`config.mk`:
```
export PLATFORM = sky130hd
export DESIGN_NAME = two_axis_linear_step_interpolator
export DESIGN_NICKNAME = d
export VERILOG_FILES = /design/src/rtl/core/tlsi_pkg.sv /design/src/rtl/core/tlsi_front.sv /design/src/rtl/core/tlsi_queue.sv /design/src/rtl/core/tlsi_back.sv /design/src/rtl/core/two_axis_linear_step_interpolator.sv
export VERILOG_INCLUDE_DIRS = /design/src /design/src/rtl/core
export SDC_FILE = /design/constraint.sdc
export NUM_CORES = 1
export LEC_CHECK = 0
export BUFFER_PORTS_ARGS = -buffer_cell sky130_fd_sc_hd__buf_4
export CORE_UTILIZATION = 40
export DETAILED_ROUTE_END_ITERATION = 10
export PLACE_DENSITY = 0.66
export SYNTH_ARGS = -nofsm -noshare
export SYNTH_HDL_FRONTEND = slang
export SYNTH_SLANG_ARGS = --single-unit
```
`constraint.sdc`:
```
create_clock -name clk -period 9.54 [get_ports clk]
set_input_delay 0.954 -clock clk [delete_from_list [all_inputs] [get_ports clk]]
set_output_delay 0.954 -clock clk [all_outputs]
set_load 0.005 [all_outputs]
```
`src/rtl/core/assert_macros.svh`:
```
// Assertion helpers used by the RTL file that checks itself.
`ifndef ASSERT_MACROS_SVH
`define ASSERT_MACROS_SVH

// Condition that must hold at every clock edge out of reset.
`define TLSI_ASSERT(lbl, expr, msg) \
    lbl: assert property (@(posedge clk) disable iff (!rst_n) (expr)) else $error(msg);

// Condition that must hold whenever the antecedent holds.
`define TLSI_ASSERT_IMPL(lbl, ante, cons, msg) \
    lbl: assert property (@(posedge clk) disable iff (!rst_n) (ante) |-> (cons)) \
        else $error(msg);

`endif

```
`src/rtl/core/tlsi_pkg.sv`:
```
package tlsi_pkg;

    // Internal step counter width; port field stays 16 bits
    localparam int STEP_BITS = 16;
    localparam int STEP_IN_W = 16;

    // Queue between front and back
    localparam int QUEUE_DEPTH = 2;
    localparam int QPTR_W      = (QUEUE_DEPTH > 1) ? $clog2(QUEUE_DEPTH) : 1;
    localparam int QCNT_W      = $clog2(QUEUE_DEPTH + 1);

    // Request classes produced by the front
    typedef logic [1:0] kind_t;
    localparam kind_t KIND_CMD_A    = 2'd0;
    localparam kind_t KIND_CMD_B    = 2'd1;
    localparam kind_t KIND_CMD_NONE = 2'd2;
    localparam kind_t KIND_TICK     = 2'd3;

    // Motor codes on the input
    localparam logic [1:0] MOTOR_A = 2'd0;
    localparam logic [1:0] MOTOR_B = 2'd1;

    // Opcodes on the input
    localparam logic OP_CMD  = 1'b0;
    localparam logic OP_TICK = 1'b1;

    typedef logic [STEP_BITS-1:0] step_t;
    typedef logic [STEP_BITS:0]   accum_t;

    typedef struct packed {
        kind_t kind;
        step_t steps;
        logic  dir;
        logic  last;
    } tlsi_item_t;

    typedef struct packed {
        logic step_a;
        logic step_b;
        logic dir_a;
        logic dir_b;
        logic enable_a;
        logic enable_b;
        logic busy;
        logic done;
        logic rejected;
    } tlsi_result_t;

endpackage

```
`src/rtl/core/tlsi_front.sv`:
```
module tlsi_front (
    input  logic                 in_valid,
    output logic                 in_ready,
    input  logic                 op,
    input  logic [1:0]           motor,
    input  logic [15:0]          steps,
    input  logic                 direction,
    input  logic                 last,
    output logic                 push,
    output tlsi_pkg::tlsi_item_t item,
    input  logic                 q_full
);
    import tlsi_pkg::*;

    // Accept whenever the queue has room
    assign in_ready = !q_full;
    assign push     = in_valid && !q_full;

    // Classify the request for the back end
    always_comb
    begin
        item.steps = STEP_BITS'(steps);
        item.dir   = direction;
        item.last  = last;
        if (op == OP_TICK)
        begin
            item.kind = KIND_TICK;
        end
        else
        begin
            unique case (motor)
                MOTOR_A: item.kind = KIND_CMD_A;
                MOTOR_B: item.kind = KIND_CMD_B;
                default: item.kind = KIND_CMD_NONE;
            endcase
        end
    end

endmodule

```
`src/rtl/core/tlsi_queue.sv`:
```
module tlsi_queue (
    input  logic                 clk,
    input  logic                 rst_n,
    input  logic                 push,
    input  tlsi_pkg::tlsi_item_t push_item,
    output logic                 full,
    input  logic                 pop,
    output logic                 q_valid,
    output tlsi_pkg::tlsi_item_t q_item,
    output logic [tlsi_pkg::QCNT_W-1:0] count
);
    import tlsi_pkg::*;

    tlsi_item_t          entry_reg [QUEUE_DEPTH];
    logic [QPTR_W-1:0]   wr_ptr_reg, wr_ptr_next;
    logic [QPTR_W-1:0]   rd_ptr_reg, rd_ptr_next;
    logic [QCNT_W-1:0]   cnt_reg, cnt_next;

    assign full    = (cnt_reg == QCNT_W'(QUEUE_DEPTH));
    assign q_valid = (cnt_reg != '0);
    assign q_item  = entry_reg[rd_ptr_reg];
    assign count   = cnt_reg;

    // Pointer and fill count update
    always_comb
    begin
        wr_ptr_next = wr_ptr_reg;
        rd_ptr_next = rd_ptr_reg;
        cnt_next    = cnt_reg;
        if (push)
        begin
            wr_ptr_next = (wr_ptr_reg == QPTR_W'(QUEUE_DEPTH - 1)) ? '0 : wr_ptr_reg + 1'b1;
        end
        if (pop)
        begin
            rd_ptr_next = (rd_ptr_reg == QPTR_W'(QUEUE_DEPTH - 1)) ? '0 : rd_ptr_reg + 1'b1;
        end
        if (push && !pop)
        begin
            cnt_next = cnt_reg + 1'b1;
        end
        else if (pop && !push)
        begin
            cnt_next = cnt_reg - 1'b1;
        end
    end

    always_ff @(posedge clk or negedge rst_n)
    begin
        if (!rst_n)
        begin
            wr_ptr_reg <= '0;
            rd_ptr_reg <= '0;
            cnt_reg    <= '0;
        end
        else
        begin
            wr_ptr_reg <= wr_ptr_next;
            rd_ptr_reg <= rd_ptr_next;
            cnt_reg    <= cnt_next;
        end
    end

    // Payload storage, no reset
    always_ff @(posedge clk)
    begin
        if (push)
        begin
            entry_reg[wr_ptr_reg] <= push_item;
        end
    end

endmodule

```
`src/rtl/core/tlsi_back.sv`:
```
module tlsi_back (
    input  logic                   clk,
    input  logic                   rst_n,
    input  logic                   q_valid,
    input  tlsi_pkg::tlsi_item_t   q_item,
    output logic                   pop,
    output logic                   out_valid,
    input  logic                   out_ready,
    output tlsi_pkg::tlsi_result_t result
);
    import tlsi_pkg::*;

    // Move state
    step_t  pend_a_reg, pend_a_next;
    step_t  pend_b_reg, pend_b_next;
    logic   pend_dir_a_reg, pend_dir_a_next;
    logic   pend_dir_b_reg, pend_dir_b_next;
    step_t  move_a_reg, move_a_next;
    step_t  move_b_reg, move_b_next;
    step_t  total_reg, total_next;
    accum_t acc_a_reg, acc_a_next;
    accum_t acc_b_reg, acc_b_next;
    step_t  cycles_reg, cycles_next;
    logic   busy_reg, busy_next;
    logic   en_a_reg, en_a_next;
    logic   en_b_reg, en_b_next;
    logic   dir_a_reg, dir_a_next;
    logic   dir_b_reg, dir_b_next;

    // Output register
    logic         out_valid_reg, out_valid_next;
    tlsi_result_t res_reg;
    tlsi_result_t res;

    // Scratch
    step_t  eff_a, eff_b, eff_total;
    logic   eff_dir_a, eff_dir_b;
    accum_t sum_a, sum_b;
    step_t  cyc_inc;

    // Take the next request when the output slot is free or draining
    assign pop       = q_valid && (!out_valid_reg || out_ready);
    assign out_valid = out_valid_reg;
    assign result    = res_reg;

    // One DDA step per axis, then the command path
    always_comb
    begin
        pend_a_next     = pend_a_reg;
        pend_b_next     = pend_b_reg;
        pend_dir_a_next = pend_dir_a_reg;
        pend_dir_b_next = pend_dir_b_reg;
        move_a_next     = move_a_reg;
        move_b_next     = move_b_reg;
        total_next      = total_reg;
        acc_a_next      = acc_a_reg;
        acc_b_next      = acc_b_reg;
        cycles_next     = cycles_reg;
        busy_next       = busy_reg;
        en_a_next       = en_a_reg;
        en_b_next       = en_b_reg;
        dir_a_next      = dir_a_reg;
        dir_b_next      = dir_b_reg;

        res.step_a   = 1'b0;
        res.step_b   = 1'b0;
        res.done     = 1'b0;
        res.rejected = 1'b0;

        sum_a   = acc_a_reg + {1'b0, move_a_reg};
        sum_b   = acc_b_reg + {1'b0, move_b_reg};
        cyc_inc = cycles_reg + 1'b1;

        // Pending set with this entry applied
        eff_a     = (q_item.kind == KIND_CMD_A) ? q_item.steps : pend_a_reg;
        eff_b     = (q_item.kind == KIND_CMD_B) ? q_item.steps : pend_b_reg;
        eff_dir_a = (q_item.kind == KIND_CMD_A) ? q_item.dir : pend_dir_a_reg;
        eff_dir_b = (q_item.kind == KIND_CMD_B) ? q_item.dir : pend_dir_b_reg;
        eff_total = (eff_a > eff_b) ? eff_a : eff_b;

        priority if (q_item.kind == KIND_TICK)
        begin
            // Idle ticks change nothing
            if (busy_reg)
            begin
                if (sum_a >= {1'b0, total_reg})
                begin
                    res.step_a = 1'b1;
                    acc_a_next = sum_a - {1'b0, total_reg};
                end
                else
                begin
                    acc_a_next = sum_a;
                end
                if (sum_b >= {1'b0, total_reg})
                begin
                    res.step_b = 1'b1;
                    acc_b_next = sum_b - {1'b0, total_reg};
                end
                else
                begin
                    acc_b_next = sum_b;
                end
                cycles_next = cyc_inc;
                if (cyc_inc >= total_reg)
                begin
                    en_a_next = 1'b0;
                    en_b_next = 1'b0;
                    busy_next = 1'b0;
                    res.done  = 1'b1;
                end
            end
        end
        else if (busy_reg)
        begin
            res.rejected = 1'b1;
        end
        else
        begin
            pend_a_next     = eff_a;
            pend_b_next     = eff_b;
            pend_dir_a_next = eff_dir_a;
            pend_dir_b_next = eff_dir_b;
            if (q_item.last)
            begin
                move_a_next = eff_a;
                move_b_next = eff_b;
                total_next  = eff_total;
                if (eff_a != '0)
                begin
                    dir_a_next = eff_dir_a;
                    en_a_next  = 1'b1;
                end
                if (eff_b != '0)
                begin
                    dir_b_next = eff_dir_b;
                    en_b_next  = 1'b1;
                end
                acc_a_next  = '0;
                acc_b_next  = '0;
                cycles_next = '0;
                if (eff_total == '0)
                begin
                    res.done = 1'b1;
                end
                else
                begin
                    busy_next = 1'b1;
                end
                // Fresh pending set for the next move
                pend_a_next     = '0;
                pend_b_next     = '0;
                pend_dir_a_next = 1'b0;
                pend_dir_b_next = 1'b0;
            end
        end

        res.dir_a    = dir_a_next;
        res.dir_b    = dir_b_next;
        res.enable_a = en_a_next;
        res.enable_b = en_b_next;
        res.busy     = busy_next;

        out_valid_next = pop ? 1'b1 : (out_ready ? 1'b0 : out_valid_reg);
    end

    // State registers advance only on a popped request
    always_ff @(posedge clk or negedge rst_n)
    begin
        if (!rst_n)
        begin
            pend_a_reg     <= '0;
            pend_b_reg     <= '0;
            pend_dir_a_reg <= 1'b0;
            pend_dir_b_reg <= 1'b0;
            move_a_reg     <= '0;
            move_b_reg     <= '0;
            total_reg      <= '0;
            acc_a_reg      <= '0;
            acc_b_reg      <= '0;
            cycles_reg     <= '0;
            busy_reg       <= 1'b0;
            en_a_reg       <= 1'b0;
            en_b_reg       <= 1'b0;
            dir_a_reg      <= 1'b0;
            dir_b_reg      <= 1'b0;
            out_valid_reg  <= 1'b0;
        end
        else
        begin
            out_valid_reg <= out_valid_next;
            if (pop)
            begin
                pend_a_reg     <= pend_a_next;
                pend_b_reg     <= pend_b_next;
                pend_dir_a_reg <= pend_dir_a_next;
                pend_dir_b_reg <= pend_dir_b_next;
                move_a_reg     <= move_a_next;
                move_b_reg     <= move_b_next;
                total_reg      <= total_next;
                acc_a_reg      <= acc_a_next;
                acc_b_reg      <= acc_b_next;
                cycles_reg     <= cycles_next;
                busy_reg       <= busy_next;
                en_a_reg       <= en_a_next;
                en_b_reg       <= en_b_next;
                dir_a_reg      <= dir_a_next;
                dir_b_reg      <= dir_b_next;
            end
        end
    end

    // Result payload
    always_ff @(posedge clk)
    begin
        if (pop)
        begin
            res_reg <= res;
        end
    end

endmodule

```
`src/rtl/core/two_axis_linear_step_interpolator.sv`:
```
// Two-axis linear step interpolator. Command requests (op 0) collect a
// step count and direction per motor; the one flagged last starts a
// coordinated move, and each tick request (op 1) then runs one DDA step
// cycle, producing the step pulses of both axes for that cycle. Every
// request yields exactly one result. The block takes one request per
// clock while the queue has room and the output is not stalled: each tick
// costs one add, compare and subtract per axis in the back-end execution
// unit. A request is written into the two-entry request queue when it is
// accepted, and its result into the output register when the back end
// pops it from the queue. Commands sent during a move come back with
// rejected set and change nothing.
`include "assert_macros.svh"

module two_axis_linear_step_interpolator (
    input  logic        clk,
    input  logic        rst_n,
    input  logic        in_valid,
    output logic        in_ready,
    input  logic        op,
    input  logic [1:0]  motor,
    input  logic [15:0] steps,
    input  logic        direction,
    input  logic        last,
    output logic        out_valid,
    input  logic        out_ready,
    output logic        step_a,
    output logic        step_b,
    output logic        dir_a,
    output logic        dir_b,
    output logic        enable_a,
    output logic        enable_b,
    output logic        busy_res,
    output logic        move_done,
    output logic        rejected
);
    import tlsi_pkg::*;

    logic              push, q_full, q_valid, pop;
    tlsi_item_t        push_item, q_item;
    tlsi_result_t      result;
    logic [QCNT_W-1:0] q_count;

    // Front: accept and classify
    tlsi_front u_front (
        .in_valid  (in_valid),
        .in_ready  (in_ready),
        .op        (op),
        .motor     (motor),
        .steps     (steps),
        .direction (direction),
        .last      (last),
        .push      (push),
        .item      (push_item),
        .q_full    (q_full)
    );

    // Request queue
    tlsi_queue u_queue (
        .clk       (clk),
        .rst_n     (rst_n),
        .push      (push),
        .push_item (push_item),
        .full      (q_full),
        .pop       (pop),
        .q_valid   (q_valid),
        .q_item    (q_item),
        .count     (q_count)
    );

    // Back: move state and output register
    tlsi_back u_back (
        .clk       (clk),
        .rst_n     (rst_n),
        .q_valid   (q_valid),
        .q_item    (q_item),
        .pop       (pop),
        .out_valid (out_valid),
        .out_ready (out_ready),
        .result    (result)
    );

    assign step_a    = result.step_a;
    assign step_b    = result.step_b;
    assign dir_a     = result.dir_a;
    assign dir_b     = result.dir_b;
    assign enable_a  = result.enable_a;
    assign enable_b  = result.enable_b;
    assign busy_res  = result.busy;
    assign move_done = result.done;
    assign rejected  = result.rejected;

    `TLSI_ASSERT(a_queue_bound, q_count <= QCNT_W'(QUEUE_DEPTH), "queue overfilled")
    `TLSI_ASSERT_IMPL(a_busy_enabled, out_valid && busy_res, enable_a || enable_b,
        "busy move with no motor enabled")
    `TLSI_ASSERT_IMPL(a_done_idle, out_valid && move_done, !busy_res,
        "move done while still busy")
    `TLSI_ASSERT_IMPL(a_reject_quiet, out_valid && rejected,
        busy_res && !move_done && !step_a && !step_b, "rejected request had effect")

endmodule
```
==> impl_metrics.csv <==
group,metric,value,unit
sta,timing.hold.ws,0.4827,ns
cts,cts.sinks,191,
sta,setup_viol,0,
cts,clk_latency,0.45,ns
setup_path,path_max_fanout,12,
cts,post-cts-setup-buffer-count,0,
place,portBuffers,35,
sta,hold_viol,0,
final_layout,largest_reg_flops,40,
detailed_routing,drtIter0Drc,904,
setup_path,cp_slowest_stage_delay,0.68,ns
global_route,grt.total_usage,20.90,%
synth,synth_edf_count,49,
setup_path,endpoint_kind,"register",
synth,async_flop_share,74.35,%
global_route,grt_pass1_wl,50760,um
final_layout,area_growth,9.947,%
detailed_routing,routedWlPerCell,18.61,um
die,boundaryPins,36,
sta,rsz0062_at_grt,"false",
synth,synthCells,1284,
sta,fmax,206.6,MHz
cts,post_cts_resized,0,
die,start_util,40.99,%
setup_path,cp_cell_sequence,"ha_1, o21ai_0, nor2_1, o211ai_1, a31oi_1, or4b_2, nand3_1, ha_1, and3_1, a21oi_1, o211ai_1, o41ai_4, and2_1, o41ai_1, a31o_2",
synth,ys.flop_type,"dfrtp_1",
final_layout,nets,1432,
synth,netlist.area_leader.share,28.94,%
detailed_routing,wirelength,31750,um
sta,worstMarginPinSlew,1.151,ns
synth,synth_commonest_cells,"nand2_1 (152), o21ai_0 (143), dfrtp_1 (142), ha_1 (100), nor2_1 (75)",
cts,cts.path.max_buffers,2,
global_route,gr-total-overflow,0,
final_layout,layout-drive-gt1-share,10.49,%
setup_path,cpMaxStageDelayCell,"or4b_2",
synth,synth.area.top_cells,"dfrtp_1 (29%), edfxtp_1 (12%), ha_1 (10%)",
sta,fin_crit,4.839,ns
die,die_x,177.2,um
setup_path,arrival,5.17,ns
detailed_routing,drcViolationCount,0,
setup_path,worstPathRequired,9.87,ns
synth,syn_area,12280,um2
run_status,status,"completed",
die,dieArea,31400,um2
sta,fin_setup_tns,0,ns
die,core,29950,um2
synth,synth_most_common_cell,"nand2_1",
die,row_count,63,
cts,numCtsBuffers,17,
synth,seq_area_frac_synth,40.93,%
detailed_routing,ant_nets,0,
global_route,grt_pass1_vias,9317,
global_route,grt_max_degree,96,
setup_path,worst_setup_path_start_kind,"register",
cts,cts_tree,"done",
setup_path,path_class,"reg -> reg",
synth,yosysWarningCount,0,
synth,yosys_register_bits,191,
sta,fin_crit_sh,50.73,%
synth,yosys.area.top_type,"dfrtp_1",
sta,slew_violations,0,
detailed_routing,viasPerCell,5.717,
place,place.gp.congestion,0.8841,
cts,root_buffer,"clkbuf_16",
cts,h-tree-depth,4,
synth,synthDistinctLibCells,79,
cts,clkTransAtPathRegs,0.07,ns
synth,synth.avg_cell_area,9.561,um2
global_route,antenna_found_initial,0,
detailed_routing,dr.pass1.iters,5,
sta,clock_skew,0.01712,ns
synth,syn_nets,1413,
detailed_routing,dr_total_vias,9753,
sta,max_slew_margin,22.76,%
run,maxCapViolCount,0,
final_layout,diodes,0,
cts,cts_hold_repair.buffers,0,
worst_hold_path,hold_path_class,"reg -> reg",
die,die_h,177.2,um
place,dp_hpwl,22710,um
-- cell type report --
cell class / instances / area, um2
fill: 2865 / 16460
multi-input combinational: 981 / 6837
sequential: 191 / 5025
tap: 390 / 488.0
clock buffer: 21 / 450.4
timing repair buffer: 46 / 349.1
inverter: 66 / 247.7
clock inverter: 11 / 101.3
-- cell families after synthesis --
family / count (synthesis) / share of synthesized area, %
xor gates and xnor gates: 59 / 4.209
adders and majority gates: 104 / 10.84
AOI/OAI and AO/OA: 349 / 18.55
buffers and inverters: 112 / 3.649
muxes: 81 / 6.991
DFF: 191 / 40.93
and+or+nand+nor: 388 / 14.83
-- through the flow --
| step | worst slack [ns] | cell area (um2) | std cells | util, % |
|---|---|---|---|---|
| floorplan | 5.528 | 12280 | 1284 | - |
| global placement | 4.894 | 12950 | 1674 | 43.22 |
| detailed placement | 4.850 | 12950 | 1674 | 43.22 |
| CTS | 4.791 | 13500 | 1706 | 45.06 |
| global route | 4.350 | 13500 | 1706 | 45.06 |
| finish | 4.701 | 13500 | 1706 | 45.06 |
-- worst max-delay path, delay by kind of cell (launching register included) --
| family | cells | cell delay [ns] |
|---|---|---|
| compound gates | 8 | 2.01 |
| simple gates | 5 | 1.66 |
| fa+ha+maj | 2 | 0.64 |
| flops | 1 | 0.40 |
-- placed cells by master, fill, tap and decap left out, drive strengths merged, types with 5 or more instances in the layout --
master    n
nand2   153
o21ai   146
dfrtp   142
ha      100
nor2     75
inv      71
a21oi    58
edfxtp   49
buf      46
mux2i    43
xnor2    39
mux2     38
nor3     32
nand3    27
a21o     25
clkbuf   21
xor2     20
nor2b    19
nand4    16
o21a     16
nand2b   15
and3     14
o211ai   13
a22o     11
or3      10
nor4      9
a211oi    6
o21bai    6
and2      6
a221o     6
o41ai     6
a31oi     5
o31ai     5
o31a      5
-- routing by layer --
layer  GRT usage, %  part of all wire (%)
met1          28.58                    47
met2          33.84                    47
met3          3.393                   4.3
met4          6.142                   2.0
met5              0                     0
-- path summary, 6_finish.rpt --
path | depth (start not counted) | end | startpoint | slack [ns]
hold reg to reg | 2 | u_back.total_reg[12] | u_back.total_reg[12] | 0.48
setup / recovery | 15 | u_back.acc_b_reg[15] | u_back.acc_b_reg[2] | 4.70
max in group asynchronous | 2 | u_back.pend_a_reg[15] | rst_n | 7.60
min in group asynchronous | 1 | u_back.cycles_reg[9] | rst_n | 0.56
setup reg to reg | 15 | u_back.acc_b_reg[15] | u_back.acc_b_reg[2] | 4.70
hold / removal | 2 | u_back.total_reg[12] | u_back.total_reg[12] | 0.48
Power is left out: the tool's default activity adds up to more than one toggle a clock period on the data nets, which glitch-free logic cannot reach.
